**config.mk**
```make
export PLATFORM = sky130hd
export DESIGN_NAME = hlbc_relax
export DESIGN_NICKNAME = d
export VERILOG_FILES = /design/src/design/hlbc_pkg.sv /design/src/design/hlbc_relax.sv
export SDC_FILE = /design/constraint.sdc
export NUM_CORES = 1
export LEC_CHECK = 0
export ABC_AREA = 1
export BUFFER_PORTS_ARGS = -buffer_cell sky130_fd_sc_hd__buf_2
export CORE_UTILIZATION = 54
export CTS_CLUSTER_DIAMETER = 80
export DETAILED_ROUTE_END_ITERATION = 12
export PLACE_DENSITY = 0.72
export SYNTH_ARGS = -nofsm -noshare
export SYNTH_HDL_FRONTEND = slang
export SYNTH_SLANG_ARGS = --single-unit
```
**constraint.sdc**
```tcl
create_clock -name clk_i -period 7.6 [get_ports clk_i]
set_input_delay 0.76 -clock clk_i [delete_from_list [all_inputs] [get_ports clk_i]]
set_output_delay 0.76 -clock clk_i [all_outputs]
set_load 0.01 [all_outputs]
```
**src/design/hlbc_pkg.sv**
```systemverilog
// ----------------------------------------------------------------------------
// hlbc_pkg
// Shared types, constants and fixed-point helpers for the D2Q7 collision core.
// ----------------------------------------------------------------------------
`default_nettype none

package hlbc_pkg;

  localparam int W   = 16;
  localparam int F   = W - 2;
  localparam int AW  = 2 * W + 4;
  localparam int NW  = W + F;
  localparam int DCW = NW + 1;
  localparam int DW  = W + 2;
  localparam int PW  = 2 * W + 3;
  localparam int RCW = W + 1;
  localparam int ND  = 7;
  localparam int NM  = 6;

  typedef logic signed [W-1:0]  val_t;
  typedef logic signed [AW-1:0] acc_t;

  localparam val_t VMAX = {1'b0, {(W-1){1'b1}}};
  localparam val_t VMIN = {1'b1, {(W-1){1'b0}}};

  localparam int ONE_Q    = 1 << F;
  localparam int HALF_LSB = 1 << (F - 1);

  localparam logic [W-2:0] REST_RESET  = (W-1)'(ONE_Q / 2);
  localparam logic [W-2:0] RELAX_RESET = (W-1)'(ONE_Q);
  localparam val_t         DRIVE_RESET = val_t'((7 * ONE_Q + 500) / 1000);

  localparam logic [63:0] SIN60_L = (64'd3719550787 + (64'd1 << (31 - F))) >> (32 - F);
  localparam val_t        SIN60   = val_t'(SIN60_L);

  localparam logic [RCW-1:0] RECIP3 = RCW'(((64'd1 << (W + 2)) + 64'd2) / 3);
  localparam logic [RCW-1:0] RECIP6 = RCW'(((64'd1 << (W + 3)) + 64'd5) / 6);

  localparam logic signed [2:0] COS2 [NM] = '{3'sd2, 3'sd1, -3'sd1, -3'sd2, -3'sd1, 3'sd1};
  localparam logic signed [2:0] SSGN [NM] = '{3'sd0, 3'sd1, 3'sd1, 3'sd0, -3'sd1, -3'sd1};
  localparam int                OPP  [NM] = '{3, 4, 5, 0, 1, 2};

  typedef enum logic [1:0] {
    KIND_SOLID = 2'd0,
    KIND_WALL  = 2'd1,
    KIND_FLUID = 2'd2
  } kind_e;

  typedef enum logic [1:0] {
    CFG_REST_WEIGHT = 2'd0,
    CFG_RELAX_RATE  = 2'd1,
    CFG_DRIVE_FORCE = 2'd2
  } cfg_idx_e;

  typedef struct packed {
    logic [1:0]      kind;
    logic            drive;
    val_t            rho;
    val_t            ux;
    val_t            uy;
    val_t [ND-1:0]   f;
  } ctx_t;

  function automatic val_t sat(input acc_t x);
    if (x > acc_t'(VMAX)) begin
      return VMAX;
    end else if (x < acc_t'(VMIN)) begin
      return VMIN;
    end
    return val_t'(x);
  endfunction

  function automatic val_t mulq(input val_t a, input val_t b);
    acc_t p;
    p = acc_t'(a) * acc_t'(b) + acc_t'(HALF_LSB);
    return sat(p >>> F);
  endfunction

  function automatic acc_t divr3(input acc_t x);
    logic [DW-1:0] n;
    logic [PW-1:0] p;
    acc_t          q;
    n = x[AW-1] ? DW'(-x) : DW'(x);
    n = n + DW'(1);
    p = PW'(n) * PW'(RECIP3);
    q = acc_t'(p >> (W + 2));
    return x[AW-1] ? -q : q;
  endfunction

  function automatic acc_t divr6(input acc_t x);
    logic [DW-1:0] n;
    logic [PW-1:0] p;
    acc_t          q;
    n = x[AW-1] ? DW'(-x) : DW'(x);
    n = n + DW'(3);
    p = PW'(n) * PW'(RECIP6);
    q = acc_t'(p >> (W + 3));
    return x[AW-1] ? -q : q;
  endfunction

endpackage

`default_nettype wire

```
**src/design/hlbc_relax.sv**
```systemverilog
// ----------------------------------------------------------------------------
// hlbc_relax
// BGK relaxation lane: new f = f + rate * (eq - f), plus optional forcing.
// ----------------------------------------------------------------------------
`default_nettype none

module hlbc_relax import hlbc_pkg::*; (
  input  logic clk_i,
  input  logic en_i,
  input  val_t eq_i,
  input  val_t f_i,
  input  logic drive_i,
  input  val_t force_i,
  input  val_t rr_i,
  output val_t nf_o
);

  val_t diff_q, f1_q, delta_q, f2_q, nf_q;
  logic drv1_q, drv2_q;
  val_t dsum;

  assign dsum = drv2_q ? sat(acc_t'(delta_q) + acc_t'(force_i)) : delta_q;

  always_ff @(posedge clk_i) begin
    if (en_i) begin
      diff_q  <= sat(acc_t'(eq_i) - acc_t'(f_i));
      f1_q    <= f_i;
      drv1_q  <= drive_i;
      delta_q <= mulq(diff_q, rr_i);
      f2_q    <= f1_q;
      drv2_q  <= drv1_q;
      nf_q    <= sat(acc_t'(f2_q) + acc_t'(dsum));
    end
  end

  assign nf_o = nf_q;

endmodule

`default_nettype wire

```
== After elaboration in Yosys (flattened, before gate mapping) ==
Index checks and enable logic that the tools add are counted.
Widths: inputs -> output; s select.
Word-level totals
  register bits after elaboration: 82
Operators by class
  add/sub/neg operators: 4
  $mul: 1
  magnitude comparators: 8
  mux-type cells: 24
Operator list (number)
  $mux 16: 13
  $gt 17x16->1 const B: 3
  $lt 17x16->1 const B: 3
  $add 16x16->17: 2
  $add 32x15->33 const B: 1
  $mul 16x16->32: 1
  $gt 19x16->1 const B: 1
  $lt 19x16->1 const B: 1
  $sub 16x16->17: 1
  $mux 1: 11

== Longest topological paths before layout ==
  depth in word-level cells: 12
  mapped depth: 33
  mapped depth without buffers: 30

== Least setup slack after synthesis ==
Ideal clock, no wire load.
  path type: input port to flip-flop
  from: input port rr_i[2]
  to: register delta_q[7] (data pin)
  setup time: 252 ps
  data arrival time: 6381 ps
  slack: 967 ps
  cell stages on the path: 28
  cells stage by stage: clkbuf_1 nand2_1 inv_1 fa_1 inv_1 fa_1 inv_1 fa_1 inv_1 fa_1 inv_1 fa_1 inv_1 fa_1 inv_1 ha_1 inv_1 nor3_1 and2_1 and3_1 nand2_1 nand3_1 nand2_1 nand2_1 nand2_2 buf_6 nand2_1 nand2_1
Between the ends
  cells in the longest elaborated chain, start to end: 7
  elaborated cells between the ends (all ways): 9
  those cells by class: 1 x add/sub; 1 x mul; 2 x order compare; 5 x mux
RTL lines
  from (decl): line hlbc_relax.sv:14  | input val_t rr_i,
  $mul 16x16->32 (*): line hlbc_pkg.sv:75  | p = acc_t'(a) * acc_t'(b) + acc_t'(HALF_LSB);
  $add 32x15->33 (*): line hlbc_pkg.sv:75
  $lt 19x16->1: line hlbc_pkg.sv:67  | end else if (x < acc_t'(VMIN)) begin
  $mux 1: line hlbc_pkg.sv:67
  $mux 1: line hlbc_pkg.sv:65  | if (x > acc_t'(VMAX)) begin
  $mux 1: line hlbc_relax.sv:25  | if (en_i) begin
  $mux 16 (*): line hlbc_pkg.sv:70  | return val_t'(x);
  to (signal assigned): line hlbc_relax.sv:29  | delta_q <= mulq(diff_q, rr_i);
  to (decl): line hlbc_relax.sv:18  | val_t diff_q, f1_q, delta_q, f2_q, nf_q;
Every way passes the cells marked *; elsewhere a longest branch is shown, timed or not. The select of a mux whose other input is x is not followed.
A chain may end at the register's enable or synchronous reset.

== Worst setup path after layout ==
  from: register diff_q[15]
  to: register delta_q[4] (data pin)
Between the ends
  cells in the longest elaborated chain, start to end: 7
  elaborated cells between the ends (all ways): 9
  those cells by class: 1 x add/sub; 1 x mul; 2 x order compare; 5 x mux
RTL lines
  from (decl): line hlbc_relax.sv:18
  from (signal assigned): line hlbc_relax.sv:26  | diff_q <= sat(acc_t'(eq_i) - acc_t'(f_i));
  $mul 16x16->32 (*): line hlbc_pkg.sv:75
  $add 32x15->33 (*): line hlbc_pkg.sv:75
  $lt 19x16->1: line hlbc_pkg.sv:67
  $mux 1: line hlbc_pkg.sv:67
  $mux 1: line hlbc_pkg.sv:65
  $mux 1: line hlbc_relax.sv:25
  $mux 16 (*): line hlbc_pkg.sv:70
Marked as above.

==> summary.txt <==
Clock Path Buffers: 2
Fin util: 0.590
Starting Density: 0.554
Vias in the first global route: 13200
Endpoints failing setup: 0
Fill count: 2667
Dpl cell area: 0.0168 sq mm
1st-iter DRT viols: 922
Via count: 12700
Global route overflow: 0
Nets: 2549
First-pass GRT wire length: 64300 microns
Arr. time, crit path: 6.84 ns
Detail Route Antenna Nets: 0
CTS sink cnt: 82
Fmax: 148 MHz
CP Launch Type: flop
Post-synth EDFFs: 82
Distinct cells, synth: 39
Async SR Flop Fraction: 0
Yosys reg bits: 82
Antenna violations before repair: 2
Critical Path Sink Type: flop
Most common cell after layout, fill and taps aside: nand2_1
Path type of the worst min-delay path: flop to flop
Tcrit/Tclk final: 0.888
Routed length per instance: 15.4 microns
Die ar.: 0.0304 sq mm
Worst path max stage delay: 0.67 ns
Clock skew: 0.00884 ns
Max cap viols: 0
Multi-input gate area: 0.0112 sq mm
Crit path kind: flop to flop
Hold Fails Final Rpt: 0
CP dominant cell by count: inv_1
Routed WL: 38100 microns
Worst Path Required: 7.69 ns
Slew Limit Fails: 0
Number of port buffers: 82
Hold_buf cts: 0
Post-Synthesis Cells: 2043
Core area: 0.0289 sq mm
Cell at the slowest stage of the critical path: fa_1
Share of post-route cells with drive strength above 1: 0.0598
Post-Synthesis Net Count: 2506
RD Place Congestion: 0.937
Sequential share of the synthesized area: 0.154
TritonCTS buffer count: 9
Yosys warning count: 0
DP Wirelength: 32100 microns
Placement Rows: 62
Fin worst setup slack: 0.849 ns
Design Area, Final: 0.0171 sq mm
Post-CTS sizing: 0
DRT Pass-1 Iters: 6
Skew-Pair Late Insertion Delay: 0.34 ns
Synth Flop Type: edfxtp_1
Area Growth Syn to Fin: 6.56%
Die Ht: 174 microns
Total track usage: 0.269
Ports: 83
Clock-pin slew on the worst setup and hold paths: 0.07 ns
RSZ-0062 raised after global routing: false
H-tree depth: 3
Outcome: finished clean
Period minus WS final: 6.75 ns
Worst slack, placed: 0.593 ns
CTS Root Cell: clkbuf_16
Worst-Margin Slew: 1.04 ns
Cell Area, Synth: 0.0160 sq mm
Pin count of the biggest net entering global routing: 83
Avg Inst Size Synth: 7.85 sq um
Die width: 174 microns
Register area: 0.00246 sq mm
Setup TNS: 0 ns
Worst-path fanout max: 15
Buffer count from post-CTS setup fixing: 0
Most frequent cells in the layout: 580 x nand2_1, 549 x inv_1, 270 x fa_1
CTS tree: done
DR DRC count: 0
Vias per cell: 5.13
Tightest slew margin relative to the limit: 0.305
-- area by class of cell --
type	instances	area share
diodes	1	0.000146
flip-flops and latches	82	0.144
multi-input cells	1345	0.657
well taps	384	0.0281
repair buffers	98	0.0312
clock inverters	7	0.00483
inverters	550	0.121
clock buffers	9	0.0132
-- Yosys cell counts (24+ instances only) --
master	number	area share
a21oi_1	82	0.026
o21ai_0	42	0.013
xor2_1	26	0.014
nand2_1	580	0.14
fa_1	270	0.34
nor2_1	71	0.017
clkbuf_1	58	0.014
edfxtp_1	82	0.15
xnor2_1	24	0.013
ha_1	126	0.098
nand3_1	50	0.016
inv_1	549	0.13
-- per-stage QoR --
step / hold slack, ns / instances
floorplan: 0.400 / 2043
global placement: 0.402 / 2459
detailed placement: 0.405 / 2459
CTS: 0.420 / 2475
global route: 0.425 / 2475
finish: 0.419 / 2476
-- worst max-delay path, delay by kind of cell (launching register included) --
family / cells / cell delay [ns]
adders and majority gates: 7 / 3.85
DFF: 1 / 0.54
buffers and inverters: 8 / 0.75
and+or+nand+nor: 11 / 1.34
-- worst paths after layout --
path,slack (ns),cells past startpoint,from,to
worst min register to register,0.42,0,f1_q[15],f2_q[15]
worst max register to register,0.85,26,diff_q[15],delta_q[4]
worst max-delay path,0.85,26,diff_q[15],delta_q[4]
worst min-delay path,0.42,0,f1_q[15],f2_q[15]
-- registers in the layout (all words and copies together) (netlist names) --
register and cells:
delta_q 16, nf_o 16, drv2_q 1, f2_q 16, f1_q 16, drv1_q 1
diff_q 16
-- per-layer routing --
metal / part of all wire / track usage
met1: 0.43 / 0.360
met2: 0.47 / 0.444
met3: 0.064 / 0.0398
met4: 0.038 / 0.0998
met5: 0.00042 / 0
-- kinds of logic (layout without fill, tap and decap cells) --
group                    Yosys count  after routing  synth area share
AO/OA/AOI/OAI                    161            161            0.0562
XOR/XNOR                          50             50            0.0273
adder cells (fa/ha/maj)          396            396             0.436
buffers and inverters            616            664             0.146
flip-flops                        82             82             0.154
other                              0              1                 0
AND/OR/NAND/NOR                  738            738             0.182
Power is not shown: default switching activity piles up to over one toggle a cycle in this logic, so the estimate is an artifact.
