[src/design/hlbc_pkg.sv]
// ----------------------------------------------------------------------------
// hlbc_pkg
// Shared types, constants and fixed-point helpers for the D2Q7 collision core.
// ----------------------------------------------------------------------------
`default_nettype none

package hlbc_pkg;

  localparam int W   = 16;
  localparam int F   = W - 2;
  localparam int AW  = 2 * W + 4;
  localparam int NW  = W + F;
  localparam int DCW = NW + 1;
  localparam int DW  = W + 2;
  localparam int PW  = 2 * W + 3;
  localparam int RCW = W + 1;
  localparam int ND  = 7;
  localparam int NM  = 6;

  typedef logic signed [W-1:0]  val_t;
  typedef logic signed [AW-1:0] acc_t;

  localparam val_t VMAX = {1'b0, {(W-1){1'b1}}};
  localparam val_t VMIN = {1'b1, {(W-1){1'b0}}};

  localparam int ONE_Q    = 1 << F;
  localparam int HALF_LSB = 1 << (F - 1);

  localparam logic [W-2:0] REST_RESET  = (W-1)'(ONE_Q / 2);
  localparam logic [W-2:0] RELAX_RESET = (W-1)'(ONE_Q);
  localparam val_t         DRIVE_RESET = val_t'((7 * ONE_Q + 500) / 1000);

  localparam logic [63:0] SIN60_L = (64'd3719550787 + (64'd1 << (31 - F))) >> (32 - F);
  localparam val_t        SIN60   = val_t'(SIN60_L);

  localparam logic [RCW-1:0] RECIP3 = RCW'(((64'd1 << (W + 2)) + 64'd2) / 3);
  localparam logic [RCW-1:0] RECIP6 = RCW'(((64'd1 << (W + 3)) + 64'd5) / 6);

  localparam logic signed [2:0] COS2 [NM] = '{3'sd2, 3'sd1, -3'sd1, -3'sd2, -3'sd1, 3'sd1};
  localparam logic signed [2:0] SSGN [NM] = '{3'sd0, 3'sd1, 3'sd1, 3'sd0, -3'sd1, -3'sd1};
  localparam int                OPP  [NM] = '{3, 4, 5, 0, 1, 2};

  typedef enum logic [1:0] {
    KIND_SOLID = 2'd0,
    KIND_WALL  = 2'd1,
    KIND_FLUID = 2'd2
  } kind_e;

  typedef enum logic [1:0] {
    CFG_REST_WEIGHT = 2'd0,
    CFG_RELAX_RATE  = 2'd1,
    CFG_DRIVE_FORCE = 2'd2
  } cfg_idx_e;

  typedef struct packed {
    logic [1:0]      kind;
    logic            drive;
    val_t            rho;
    val_t            ux;
    val_t            uy;
    val_t [ND-1:0]   f;
  } ctx_t;

  function automatic val_t sat(input acc_t x);
    if (x > acc_t'(VMAX)) begin
      return VMAX;
    end else if (x < acc_t'(VMIN)) begin
      return VMIN;
    end
    return val_t'(x);
  endfunction

  function automatic val_t mulq(input val_t a, input val_t b);
    acc_t p;
    p = acc_t'(a) * acc_t'(b) + acc_t'(HALF_LSB);
    return sat(p >>> F);
  endfunction

  function automatic acc_t divr3(input acc_t x);
    logic [DW-1:0] n;
    logic [PW-1:0] p;
    acc_t          q;
    n = x[AW-1] ? DW'(-x) : DW'(x);
    n = n + DW'(1);
    p = PW'(n) * PW'(RECIP3);
    q = acc_t'(p >> (W + 2));
    return x[AW-1] ? -q : q;
  endfunction

  function automatic acc_t divr6(input acc_t x);
    logic [DW-1:0] n;
    logic [PW-1:0] p;
    acc_t          q;
    n = x[AW-1] ? DW'(-x) : DW'(x);
    n = n + DW'(3);
    p = PW'(n) * PW'(RECIP6);
    q = acc_t'(p >> (W + 3));
    return x[AW-1] ? -q : q;
  endfunction

endpackage

`default_nettype wire

[src/design/hlbc_eq.sv]
// ----------------------------------------------------------------------------
// hlbc_eq
// Equilibrium lane for one moving direction.
// ----------------------------------------------------------------------------
`default_nettype none

module hlbc_eq import hlbc_pkg::*; (
  input  logic clk_i,
  input  logic en_i,
  input  val_t ev_i,
  input  val_t rho_i,
  input  val_t t0_i,
  input  val_t t3_i,
  output val_t eq_o
);

  val_t m1_q, e2_q, rho_q, t1_q, m2_q, t2_q, t1b_q, eq_q;

  always_ff @(posedge clk_i) begin
    if (en_i) begin
      m1_q  <= mulq(rho_i, ev_i);
      e2_q  <= mulq(ev_i, ev_i);
      rho_q <= rho_i;
      t1_q  <= val_t'(divr3(acc_t'(m1_q)));
      m2_q  <= mulq(rho_q, e2_q);
      t2_q  <= val_t'(divr3(acc_t'(m2_q) <<< 1));
      t1b_q <= t1_q;
      eq_q  <= sat(acc_t'(t0_i) + acc_t'(t1b_q) + acc_t'(t2_q) - acc_t'(t3_i));
    end
  end

  assign eq_o = eq_q;

endmodule

`default_nettype wire

[config.mk]
export PLATFORM = sky130hd
export DESIGN_NAME = hlbc_eq
export DESIGN_NICKNAME = d
export VERILOG_FILES = /design/src/design/hlbc_pkg.sv /design/src/design/hlbc_eq.sv
export SDC_FILE = /design/constraint.sdc
export NUM_CORES = 2
export LEC_CHECK = 0
export BUFFER_PORTS_ARGS = -buffer_cell sky130_fd_sc_hd__buf_2
export CAP_MARGIN = 20
export CORE_AREA = 2 2 321 323
export DETAILED_ROUTE_END_ITERATION = 10
export DIE_AREA = 0 0 323 325
export PLACE_DENSITY_LB_ADDON = 0.12
export SYNTH_ARGS = -nofsm -noshare
export SYNTH_HDL_FRONTEND = slang
export SYNTH_SLANG_ARGS = --single-unit
[constraint.sdc]
create_clock -name clk_i -period 18.8 [get_ports clk_i]
set_input_delay 1.88 -clock clk_i [delete_from_list [all_inputs] [get_ports clk_i]]
set_output_delay 1.88 -clock clk_i [all_outputs]
set_load 0.01 [all_outputs]
# Yosys cells after proc, flatten, opt, wreduce, memory -nomap -nowiden
# Index checks and enable logic that the tools add are counted.
[word_totals]
reg_bits = 128
input_bits = 66
out_inout_bits = 16
elab_cells = 61
[classes]
addsub = 12
n_mul = 5
magnitude_cmp = 8
n_mux = 28
[op_table]
columns = ["op", "count"]
rows = [
  ["2-to-1 mux 16 bit", 14],
  ["adder 32 x 15 -> 33 bit (second input constant)", 3],
  ["multiplier 16 x 16 -> 32 bit", 3],
  ["> comparator 19 x 16 -> 1 bit (second input constant)", 4],
  ["less-than comparator 19 x 16 -> 1 bit (second input constant)", 4],
  ["multiplier 18 x 16 -> 33 bit (second input constant)", 2],
  ["adder 18 x 1 -> 18 bit (second input constant)", 2],
  ["2-to-1 mux 18 bit", 2],
  ["negator 16 bit", 2],
  ["subtractor 18 x 16 -> 19 bit", 1],
  ["adder 17 x 16 -> 18 bit", 1],
  ["negator 16 -> 18 bit", 1],
  ["negator 17 -> 18 bit", 1],
  ["adder 16 x 16 -> 17 bit", 1],
  ["2-to-1 mux 1 bit", 12],
]

# Depth between registers and ports, before layout
[logic_depth]
word_depth = 8
mapped_depth = 36

# Worst setup path after synthesis
# Ideal clock, no wire load.
[synth_path]
kind = "reg2reg"
startpoint = "reg m1_q[0]"
endpoint = "reg t1_q[15] (data pin)"
setup_ns = 0.260
arrival_time_ns = 8.234
t_required_ns = 18.540
path_slack_ns = 10.306
path_stages_with_launch = 34
n_path_buf = 1
synth_period_minus_slack_ns = 8.494
cell_sequence = "edfxtp_1 -> inv_1 -> ha_1 -> nor2b_1 -> clkbuf_1 -> nor3_1 -> a21oi_1 -> or3_1 -> a21oi_1 -> nand2_1 -> or3_1 -> nor3_1 -> nand2_1 -> xor2_1 -> ha_1 -> ha_1 -> inv_1 -> fa_1 -> fa_1 -> fa_1 -> fa_1 -> inv_1 -> ha_1 -> and2_1 -> a221o_1 -> a22oi_1 -> and2_1 -> a21oi_1 -> a32oi_1 -> a2111oi_0 -> and3_1 -> a311o_1 -> o21ai_0 -> xnor2_1"
[synth_between]
elab_chain_cells = 6
[synth_rtl]
columns = ["item", "line_no", "rtl"]
rows = [
  ["start, declared", "hlbc_eq.sv:17", "val_t m1_q, e2_q, rho_q, t1_q, m2_q, t2_q, t1b_q, eq_q;"],
  ["start signal, assigned", "hlbc_eq.sv:21", "m1_q <= mulq(rho_i, ev_i);"],
  ["negator 16 -> 18 bit", "hlbc_pkg.sv:83", "n = x[AW-1] ? DW'(-x) : DW'(x);"],
  ["2-to-1 mux 18 bit (*)", "hlbc_pkg.sv:83", ""],
  ["adder 18 x 1 -> 18 bit (*)", "hlbc_pkg.sv:84", "n = n + DW'(1);"],
  ["multiplier 18 x 16 -> 33 bit (*)", "hlbc_pkg.sv:85", "p = PW'(n) * PW'(RECIP3);"],
  ["negator 16 bit", "hlbc_pkg.sv:87", "return x[AW-1] ? -q : q;"],
  ["2-to-1 mux 16 bit (*)", "hlbc_pkg.sv:87", ""],
  ["end signal, assigned", "hlbc_eq.sv:24", "t1_q <= val_t'(divr3(acc_t'(m1_q)));"],
  ["end, declared", "hlbc_eq.sv:17", ""],
]
# Mark *: on every way between the ends. The rest lies on a longest branch, timed or not.
# A chain may end at the register's enable or synchronous reset.

# Worst setup path in the final report
# Same ends and word-level chain as after synthesis.

==> results.toml <==
[synthesis]
synth_top_family_by_area = "adder cells"
ys_ff_latch = 128
synth.distinct_cells = 78
ys_top_cells_by_area = "fa_1, ha_1, inv_1"
synth_top_area_cell = "fa_1"
synth_xor_xnor_area_share_pct = 4.001
synthMuxAreaShare_pct = 0.1546
synth_simple_gate_area_share_pct = 10.91
synth_seq_area_share_pct = 8.483
synth_top_area_share_pct = 43.78
synth_common_cells = "inv_1, fa_1, ha_1"
synth_top_flop_cell = "edfxtp_1"
synth_area_per_cell_um2 = 9.584
synthCells = 4728
synth.most_common_cell = "inv_1"
synth_compound_area_share_pct = 6.404
async_flop_share_pct = 0
synth_area_um2 = 45310
synth_edf_count = 128
ys_warn_count = 0
synthAdderAreaFrac_pct = 58.25

[routing]
first_pass_iters = 5
vias = 29930
drt_iter0_drc = 1183
route.detailed.wl_per_inst_um = 16.64
vias_per_cell = 4.887
ant_nets = 0
drc = 0
routed_wl_mm = 101.9

[worst_setup_path]
worstPathRequired_ns = 19.02
slowest_stage = "a2111oi_0"
r2r_cells = 31
arrival_ns = 10.11
rr_startpoint = "m1_q[0]$_DFFE_PP_"
crit_top_cell = "inv_1"
critPathKind = "register to register"
reg2reg_slack_ns = 8.91
start_kind = "register"
reg2reg_to = "t1_q[15]$_DFFE_PP_"
cp-end-kind = "register"
path_max_fanout = 8
cpPeakStageDelay_ns = 0.85
critPathLaunch = "m1_q[0]$_DFFE_PP_"

[sta]
setup_violations = 0
timing.final.crit_share_pct = 52.61
worstMarginPinSlew_ns = 1.057
slew_violations = 0
finalCriticalPeriod_ns = 9.892
final.setup.tns_ns = 0
fmax_mhz = 101.1
hold_viol_final = 0
fin_hold_ws_ns = 0.4138
max-slew-margin-rel_pct = 29.19
skew_ns = 0.02084
rsz0062_at_grt = "no"

[hold_path]
hp-start = "t1_q[14]$_DFFE_PP_"
holdPathEnd = "t1b_q[14]$_DFFE_PP_"
hold_path.class = "register to register"
hold_depth = 0

[final_layout]
area_growth_pct = 5.451
final_nets = 6324
stdcell_area_um2 = 47780
antenna_cells = 0
layout-drive-gt1-share_pct = 3.259

[floorplanning]
die_area_um2 = 105000
start_util_pct = 44.73
row_count = 117
die_w_um = 323
core_area_um2 = 101300
io_pins = 82
die_h_um = 325

[cts]
cts_resized = 0
htree_levels = 4
clock_latency_ns = 0.49
root_buffer = "clkbuf_16"
clock_sinks = 128
cts_tree = "done"
clockBufferDepth = 2
cts_setup_buffers = 0
clk_pin_slew_ns = 0.08
holdBufCountCts = 0
cts-buffers-inserted = 17

[grt]
grt_max_degree = 67
track_usage_pct = 20.45
grt_overflow = 0
grt_pass1_wl_mm = 171.1
first_global_vias = 32460
antenna_found_initial = 4

[placed_design]
dpl_cell_area_um2 = 47160
hpwl_mm = 86.31
gp_congestion = 0.8652
io_buffers = 81

[job]
cap_violations = 0

[outcome]
status = "completed"
==> stage by stage <==
stage	worst slack, ns	utilization (%)	std cells
detailed placement	9.049	46.56	6089
floorplan	10.31	-	4743
finish	8.909	47.17	6124
global placement	9.160	46.56	6089
global route	8.062	47.17	6124
CTS	8.990	47.14	6121
==> state kept, by name, summed over array words and instances, names as in the netlist <==
signal and flops:
e2_q 16, eq_o 16, m1_q 16, m2_q 16, rho_q 16, t1_q 16
t1b_q 16, t2_q 16
==> area by class of cell <==
class                           instances  area [um2]
Clock buffer                           17       425.4
Clock inverter                         15       165.2
Fill cell                            9899       53520
Inverter                             1300        4880
Multi-Input combinational cell       3195       36190
Sequential cell                       128        3844
Tap cell                             1368        1712
Timing Repair Buffer                  101       566.8
==> kinds of logic after synthesis <==
kind of cell | count (synthesis)
other | 2
buffers and inverters | 1420
AO/OA/AOI/OAI | 438
AND/OR/NAND/NOR | 1011
multiplexers | 7
adder cells (fa/ha/maj) | 1515
flip-flops | 128
XOR/XNOR | 207
==> how the worst max path moves through the flow <==
stage          depth (start not counted)                 end
2_1_floorplan                         33  t1_q[15]$_DFFE_PP_
3_3_place_gp                          34  t1_q[15]$_DFFE_PP_
3_5_place_dp                          30  t1_q[15]$_DFFE_PP_
4_1_cts                               29  t1_q[15]$_DFFE_PP_
5_1_grt                               31  t1_q[15]$_DFFE_PP_
6_report                              31  t1_q[15]$_DFFE_PP_
==> per-layer routing <==
layer  routed length, um  vias to the layer above  track usage [%]
met5                  19                        -                0
met4                1189                        4            3.579
met3                3547                       78            1.868
met2               48500                      501            34.20
met1               48630                    15050            29.22
li1                    -                    14300                -
==> cell usage in the layout, fill, tap and decap left out, drive strengths merged, types with 9 or more instances in the layout <==
| cell | Yosys | routed |
|---|---|---|
| a2111oi | 9 | 9 |
| a211oi | 15 | 15 |
| a21o | 74 | 74 |
| a21oi | 107 | 107 |
| a31oi | 10 | 10 |
| and2 | 284 | 284 |
| and3 | 21 | 21 |
| buf | 5 | 100 |
| clkbuf | 115 | 17 |
| conb | 2 | 17 |
| edfxtp | 128 | 128 |
| fa | 991 | 991 |
| ha | 524 | 524 |
| inv | 1299 | 1308 |
| nand2 | 421 | 421 |
| nand2b | 25 | 25 |
| nand3 | 23 | 23 |
| nand4 | 10 | 10 |
| nor2 | 130 | 130 |
| nor2b | 16 | 16 |
| nor3 | 29 | 29 |
| o211ai | 11 | 11 |
| o21a | 16 | 16 |
| o21ai | 111 | 111 |
| o31ai | 15 | 15 |
| o41ai | 11 | 11 |
| or3 | 12 | 12 |
| xnor2 | 150 | 150 |
| xor2 | 57 | 57 |
==> critical path, delay by kind of cell (launching register included) <==
kind	cells	cell delay [ns]
fa+ha+maj	8	3.18
flops	1	0.48
compound gates	7	2.30
buf+inv	6	0.59
simple gates	7	2.17
xor+xnor	3	0.88
Power is left out: the tool's default activity adds up to more than one toggle a clock period on the data nets, which glitch-free logic cannot reach.
