File: src/design/hlbc_pkg.sv
// ----------------------------------------------------------------------------
// hlbc_pkg
// Shared types, constants and fixed-point helpers for the D2Q7 collision core.
// ----------------------------------------------------------------------------
`default_nettype none

package hlbc_pkg;

  localparam int W   = 16;
  localparam int F   = W - 2;
  localparam int AW  = 2 * W + 4;
  localparam int NW  = W + F;
  localparam int DCW = NW + 1;
  localparam int DW  = W + 2;
  localparam int PW  = 2 * W + 3;
  localparam int RCW = W + 1;
  localparam int ND  = 7;
  localparam int NM  = 6;

  typedef logic signed [W-1:0]  val_t;
  typedef logic signed [AW-1:0] acc_t;

  localparam val_t VMAX = {1'b0, {(W-1){1'b1}}};
  localparam val_t VMIN = {1'b1, {(W-1){1'b0}}};

  localparam int ONE_Q    = 1 << F;
  localparam int HALF_LSB = 1 << (F - 1);

  localparam logic [W-2:0] REST_RESET  = (W-1)'(ONE_Q / 2);
  localparam logic [W-2:0] RELAX_RESET = (W-1)'(ONE_Q);
  localparam val_t         DRIVE_RESET = val_t'((7 * ONE_Q + 500) / 1000);

  localparam logic [63:0] SIN60_L = (64'd3719550787 + (64'd1 << (31 - F))) >> (32 - F);
  localparam val_t        SIN60   = val_t'(SIN60_L);

  localparam logic [RCW-1:0] RECIP3 = RCW'(((64'd1 << (W + 2)) + 64'd2) / 3);
  localparam logic [RCW-1:0] RECIP6 = RCW'(((64'd1 << (W + 3)) + 64'd5) / 6);

  localparam logic signed [2:0] COS2 [NM] = '{3'sd2, 3'sd1, -3'sd1, -3'sd2, -3'sd1, 3'sd1};
  localparam logic signed [2:0] SSGN [NM] = '{3'sd0, 3'sd1, 3'sd1, 3'sd0, -3'sd1, -3'sd1};
  localparam int                OPP  [NM] = '{3, 4, 5, 0, 1, 2};

  typedef enum logic [1:0] {
    KIND_SOLID = 2'd0,
    KIND_WALL  = 2'd1,
    KIND_FLUID = 2'd2
  } kind_e;

  typedef enum logic [1:0] {
    CFG_REST_WEIGHT = 2'd0,
    CFG_RELAX_RATE  = 2'd1,
    CFG_DRIVE_FORCE = 2'd2
  } cfg_idx_e;

  typedef struct packed {
    logic [1:0]      kind;
    logic            drive;
    val_t            rho;
    val_t            ux;
    val_t            uy;
    val_t [ND-1:0]   f;
  } ctx_t;

  function automatic val_t sat(input acc_t x);
    if (x > acc_t'(VMAX)) begin
      return VMAX;
    end else if (x < acc_t'(VMIN)) begin
      return VMIN;
    end
    return val_t'(x);
  endfunction

  function automatic val_t mulq(input val_t a, input val_t b);
    acc_t p;
    p = acc_t'(a) * acc_t'(b) + acc_t'(HALF_LSB);
    return sat(p >>> F);
  endfunction

  function automatic acc_t divr3(input acc_t x);
    logic [DW-1:0] n;
    logic [PW-1:0] p;
    acc_t          q;
    n = x[AW-1] ? DW'(-x) : DW'(x);
    n = n + DW'(1);
    p = PW'(n) * PW'(RECIP3);
    q = acc_t'(p >> (W + 2));
    return x[AW-1] ? -q : q;
  endfunction

  function automatic acc_t divr6(input acc_t x);
    logic [DW-1:0] n;
    logic [PW-1:0] p;
    acc_t          q;
    n = x[AW-1] ? DW'(-x) : DW'(x);
    n = n + DW'(3);
    p = PW'(n) * PW'(RECIP6);
    q = acc_t'(p >> (W + 3));
    return x[AW-1] ? -q : q;
  endfunction

endpackage

`default_nettype wire

File: src/design/hlbc_div.sv
// ----------------------------------------------------------------------------
// hlbc_div
// Pipelined restoring divider: round(num * 2^F / den), saturated, one bit
// per stage. Zero when den <= 0.
// ----------------------------------------------------------------------------
`default_nettype none

module hlbc_div import hlbc_pkg::*; (
  input  logic clk_i,
  input  logic en_i,
  input  val_t num_i,
  input  val_t den_i,
  output val_t quo_o
);

  logic [W-1:0]  mabs;
  logic [NW-1:0] nr;

  logic [NW-1:0] rem_q  [0:W];
  logic [W-1:0]  q_q    [0:W];
  logic [W-2:0]  d_q    [0:W];
  logic          neg_q  [0:W];
  logic          zero_q [0:W];
  logic          ovf_q  [0:W];
  val_t          quo_q;
  val_t          quo_d;

  always_comb begin
    mabs = num_i[W-1] ? W'(-num_i) : W'(num_i);
    nr   = (NW'(mabs) << F) + NW'(den_i[W-2:1]);
  end

  always_ff @(posedge clk_i) begin
    if (en_i) begin
      rem_q[0]  <= nr;
      q_q[0]    <= '0;
      d_q[0]    <= den_i[W-2:0];
      neg_q[0]  <= num_i[W-1];
      zero_q[0] <= den_i[W-1] || (den_i == '0);
      ovf_q[0]  <= DCW'(nr) >= (DCW'(den_i[W-2:0]) << W);
    end
  end

  for (genvar j = 0; j < W; j++) begin : g_bit
    localparam int B = W - 1 - j;
    logic [DCW-1:0] trial;
    logic           take;
    assign trial = DCW'(d_q[j]) << B;
    assign take  = DCW'(rem_q[j]) >= trial;
    always_ff @(posedge clk_i) begin
      if (en_i) begin
        rem_q[j+1]  <= take ? NW'(DCW'(rem_q[j]) - trial) : rem_q[j];
        q_q[j+1]    <= q_q[j] | (W'(take) << B);
        d_q[j+1]    <= d_q[j];
        neg_q[j+1]  <= neg_q[j];
        zero_q[j+1] <= zero_q[j];
        ovf_q[j+1]  <= ovf_q[j];
      end
    end
  end

  always_comb begin
    if (zero_q[W]) begin
      quo_d = '0;
    end else if (ovf_q[W]) begin
      quo_d = neg_q[W] ? VMIN : VMAX;
    end else if (!neg_q[W]) begin
      quo_d = q_q[W][W-1] ? VMAX : val_t'(q_q[W]);
    end else begin
      quo_d = (q_q[W] > {1'b1, {(W-1){1'b0}}}) ? VMIN : -val_t'(q_q[W]);
    end
  end

  always_ff @(posedge clk_i) begin
    if (en_i) begin
      quo_q <= quo_d;
    end
  end

  assign quo_o = quo_q;

endmodule

`default_nettype wire

File: config.mk
export PLATFORM = sky130hd
export DESIGN_NAME = hlbc_div
export DESIGN_NICKNAME = d
export VERILOG_FILES = /design/src/design/hlbc_pkg.sv /design/src/design/hlbc_div.sv
export SDC_FILE = /design/constraint.sdc
export NUM_CORES = 1
export LEC_CHECK = 0
export BUFFER_PORTS_ARGS = -buffer_cell sky130_fd_sc_hd__buf_2
export CAP_MARGIN = 20
export CORE_UTILIZATION = 45
export DETAILED_ROUTE_END_ITERATION = 10
export PLACE_DENSITY_LB_ADDON = 0.2
export SLEW_MARGIN = 20
export SYNTH_ARGS = -nofsm -noshare
export SYNTH_HDL_FRONTEND = slang
export SYNTH_SLANG_ARGS = --single-unit
File: constraint.sdc
create_clock -name clk_i -period 10 [get_ports clk_i]
set_input_delay 2 -clock clk_i [delete_from_list [all_inputs] [get_ports clk_i]]
set_output_delay 2 -clock clk_i [all_outputs]
set_load 0.005 [all_outputs]
# ---- After elaboration in Yosys (flattened, before gate mapping)
# Memory sizes are Yosys's and may differ from the RTL's.
# Cells that the tools add are included.
dict set report classes {
  n_addsub 19
  n_lt_le_gt_ge 18
  mux 24
  bitwise_logic 16
  reduce_logical 2
}
# operator n
set ops {}
lappend ops {{$mux 30} 16}
lappend ops {{$mux 16} 5}
lappend ops {{$neg 16->16} 2}
lappend ops {{$ge 30x31->1} 1}
lappend ops {{$add 30x30->30} 1}
lappend ops {{$ge 30x15->1} 1}
lappend ops {{$ge 30x16->1} 1}
lappend ops {{$ge 30x17->1} 1}
lappend ops {{$ge 30x18->1} 1}
lappend ops {{$ge 30x19->1} 1}
lappend ops {{$ge 30x20->1} 1}
lappend ops {{$ge 30x21->1} 1}
lappend ops {{$ge 30x22->1} 1}
lappend ops {{$ge 30x23->1} 1}
lappend ops {{$ge 30x24->1} 1}
lappend ops {{$ge 30x25->1} 1}
lappend ops {{$ge 30x26->1} 1}
lappend ops {{$ge 30x27->1} 1}
lappend ops {{$ge 30x28->1} 1}
lappend ops {{$ge 30x29->1} 1}
lappend ops {{$ge 30x30->1} 1}
lappend ops {{$sub 30x15->30} 1}
lappend ops {{$sub 30x16->30} 1}
lappend ops {{$sub 30x17->30} 1}
lappend ops {{other kinds (34)} 35}
dict set report word_totals {
  ff_bits 16
  ramBits 1088
  inputBits 34
  output_inout_bits 16
  wordCells 86
  memories 6
}
# memory words width rd rd_ports_with_merged_regs wr line
set mem_list {}
lappend mem_list {rem_q 17 30 16 0 17 hlbc_div.sv:19} ;# logic [NW-1:0] rem_q [0:W];
lappend mem_list {q_q 17 16 17 0 17 hlbc_div.sv:20} ;# logic [W-1:0] q_q [0:W];
lappend mem_list {d_q 17 15 16 0 17 hlbc_div.sv:21} ;# logic [W-2:0] d_q [0:W];
lappend mem_list {neg_q 17 1 17 0 17 hlbc_div.sv:22} ;# logic neg_q [0:W];
lappend mem_list {ovf_q 17 1 17 0 17 hlbc_div.sv:24} ;# logic ovf_q [0:W];
lappend mem_list {zero_q 17 1 17 0 17 hlbc_div.sv:23} ;# logic zero_q [0:W];

# ---- Longest topological paths before layout
# An unclocked memory read counts as a cell.
dict set report logic_depth {
  word_depth 5
  depth_mapped 20
  mapped_depth_nobuf 20
}

# ---- Least setup slack after synthesis
# No wires, ideal clock.
dict set report synth_path {
  path_type {input port to flip-flop}
  start {input num_i[7]}
  end {memory ovf_q[0][0] (data pin)}
  setup_time_ns 0.267
  arrival_ns 4.900
  required_time_ns 9.733
  path_slack_ns 4.832
  cell_stages 16
  n_path_buf 0
  path_cell_list {or4_1 -> nor4_1 -> nand3_1 -> o21ai_0 -> xnor2_1 -> ha_1 -> a21oi_1 -> inv_1 -> a31oi_1 -> a31oi_1 -> a21o_1 -> a21oi_1 -> xnor2_1 -> ha_1 -> a211oi_1 -> a211oi_1}
}
# item line
set synth_lines {}
lappend synth_lines {{start: declaration} hlbc_div.sv:11} ;# input val_t num_i,
lappend synth_lines {{end: declaration} hlbc_div.sv:24}

==> results.py <==
metrics = {
    "cells_and_area": {
        "nFillCells": 8277,
        "multi_input_area_sq_um": 17200,
        "final_util": 0.505,
        "diodes": 0,
        "fin_area_sq_um": 47100,
        "nets": 4064,
        "area_growth_pct": 11.2,
        "seq_area_sq_um": 23700,
        "drive_gt1_frac": 0.0776,
    },
    "global_route": {
        "antenna_found_initial": 1,
        "grt_max_degree": 184,
        "grt_pass1_wl_um": 142000,
        "grt_use_met1": 0.231,
        "grt-busiest-layer": "met2",
        "grt.met2_usage": 0.325,
        "globalRouteOverflowTotal": 0,
        "use_met3": 0.0283,
        "first_global_vias": 26900,
        "globalRouteTotalUtil": 0.187,
    },
    "placement": {
        "io_buffers": 49,
        "place_ws_ns": 4.28,
        "placedInstanceArea_sq_um": 44100,
        "dp_hpwl_um": 65100,
        "gp_congestion": 0.900,
    },
    "die": {
        "num_io_pins": 50,
        "die-area_sq_um": 95400,
        "chipHeight_um": 309,
        "die_x_um": 309,
        "start_util": 0.454,
        "row_count": 112,
        "core_sq_um": 93300,
    },
    "yosys": {
        "ys.flop_type": "edfxtp_1",
        "synth_top_area_cell": "edfxtp_1",
        "syn_avg_cell_area_sq_um": 11.6,
        "synth.area.top_cells": "edfxtp_1, ha_1, inv_1",
        "synthCells": 3655,
        "netlist_area_sq_um": 42400,
        "synth_most_common_cell": "edfxtp_1",
        "synth_edf_count": 790,
        "syn-num-nets": 3977,
        "ys_warn_count": 0,
        "yosys-top-cells-count": "edfxtp_1, inv_1, ha_1, nand2_1, o21ai_0",
        "synth_top_area_frac": 0.560,
        "synth-seq-cells": 790,
        "yosysSeqAreaShare": 0.560,
        "synth.distinct_cells": 91,
        "async_flop_share": 0,
    },
    "detailed_routing": {
        "drt-total-wl_um": 88300,
        "drtPass1Iterations": 5,
        "routedWlPerCell_um": 17.4,
        "postRouteAntennaNets": 0,
        "drt_iter0_drc": 1653,
        "drc_errors": 0,
        "via_count": 27300,
        "vias_per_cell": 5.38,
    },
    "timing": {
        "skew_ns": 0.0362,
        "report.final.slew_viol_count": 0,
        "rsz0062_at_grt": "no",
        "worstMarginPinSlew_ns": 1.04,
        "hold_violations": 0,
        "fmax_mhz": 198,
        "fin_ws_ns": 4.95,
        "finalSetupTns_ns": 0,
        "period_needed_ns": 5.05,
        "timing.final.crit_share": 0.505,
        "relSlewSlack": 0.306,
        "finalSetupViolCount": 0,
    },
    "critical_path": {
        "worst-path-max-fanout": 4,
        "slowest_delay_ns": 0.60,
        "cp_cell_sequence": "buf_2 > or4_1 > o31ai_1 > xnor2_1 > ha_1 > and3_1 > a31oi_1 > a21boi_0 > ha_1 > a21oi_1 > o21ai_0 > a21oi_1 > a21boi_0 > o31ai_1 > a211oi_1",
        "worst-path-buf-inv": 1,
        "crit_path_end_kind": "flop",
        "rr_worst_depth": 11,
        "crit_path_start_kind": "primary input",
        "critPathSlowestCell": "or4_1",
        "crit_family": "compound AO/OA/AOI/OAI gates",
        "crit_arrival_ns": 5.45,
        "rrSetupSlack_ns": 5.98,
        "critPathKind": "in2reg",
        "path_depth": 15,
        "cp_data_required_time_ns": 10.40,
    },
    "clock_network": {
        "h-tree-depth": 3,
        "cts_setup_buffers": 0,
        "cts_buffers": 88,
        "cts.hold.buffers_added": 0,
        "clock_latency_ns": 0.68,
        "cts_num_sinks": 790,
        "clockBufferDepth": 3,
        "cts_tree": "yes",
        "cts_resized": 0,
        "root_buffer": "clkbuf_16",
        "path_clk_slew_ns": 0.06,
    },
    "run_status": {
        "outcome": "finished, final reports clean",
    },
    "worst_hold_path": {
        "min_path_type": "reg2reg",
        "min_path_cells": 0,
    },
    "pwr": {
        "cellPowerDensity_nw_per_um2": 268,
        "ir_drop_v": 0.000158,
        "finalPower_mw": 12.6,
        "cellLeakagePower_nw": 18.0,
    },
    "job": {
        "cap_violations": 0,
    },
}
[layer usage]
layer  part of all wire  wire length (um)  up-vias
met5                  0                 0        -
met2               0.49             43300      508
met3              0.038              3380      170
li1                   -                 -    13700
met4              0.041              3660        0
met1               0.43             37900    12800
[cells by family after synthesis]
group,synth area share
compound gates,0.124
fa+ha+maj,0.0878
mux,0.0139
flops,0.560
xor+xnor,0.0568
simple gates,0.121
buf+inv,0.0366
[flip-flops by register name, indices dropped and copies added, names as in the netlist]
name	cells
d_q	240
q_q	136
zero_q	17
neg_q	17
rem_q	347
ovf_q	17
quo_o	16
[final timing paths]
check | from | to
setup / recovery | num_i[7] | ovf_q[0][0]$_DFFE_PP_
hold / removal | neg_q[13]$_DFFE_PP_ | neg_q[14]$_DFFE_PP_
setup reg to reg | d_q[0][86]$_DFFE_PP_ | rem_q[0][201]$_DFFE_PP_
hold reg to reg | neg_q[13]$_DFFE_PP_ | neg_q[14]$_DFFE_PP_
[final cells by class]
class | count | share of cell area
Multi-Input combinational cell | 2455 | 0.364
Clock buffer | 100 | 0.0477
Timing Repair Buffer | 65 | 0.00858
Tap cell | 1254 | 0.0333
Sequential cell | 790 | 0.503
Inverter | 342 | 0.0272
Clock inverter | 61 | 0.0157
[layout by cell type, fill, tap and decap left out, types with 88 or more instances in the layout]
master / n
o21ai_0: 238
nand2_1: 270
clkbuf_16: 88
xnor2_1: 142
nor2_1: 216
edfxtp_1: 790
a21oi_1: 206
inv_1: 341
nor3_1: 93
ha_1: 272
xor2_1: 133
[through the flow]
step | hold WS, ns | cells
2_1_floorplan | 0.400 | 3655
3_3_place_gp | 0.400 | 4905
3_5_place_dp | 0.405 | 4905
4_1_cts | 0.405 | 5066
5_1_grt | 0.412 | 5067
6_report | 0.408 | 5067
[where the power goes]
part           switching, mW  internal [mW]  leakage [nW]  total (mW)
registers              0.511           4.65          7.60        5.16
logic                   2.35           1.82          8.99        4.17
clock network           1.37           1.93          1.44        3.30
total                   4.23           8.39          18.0        12.6
No activity file was read; power rests on OpenSTA's default activity.
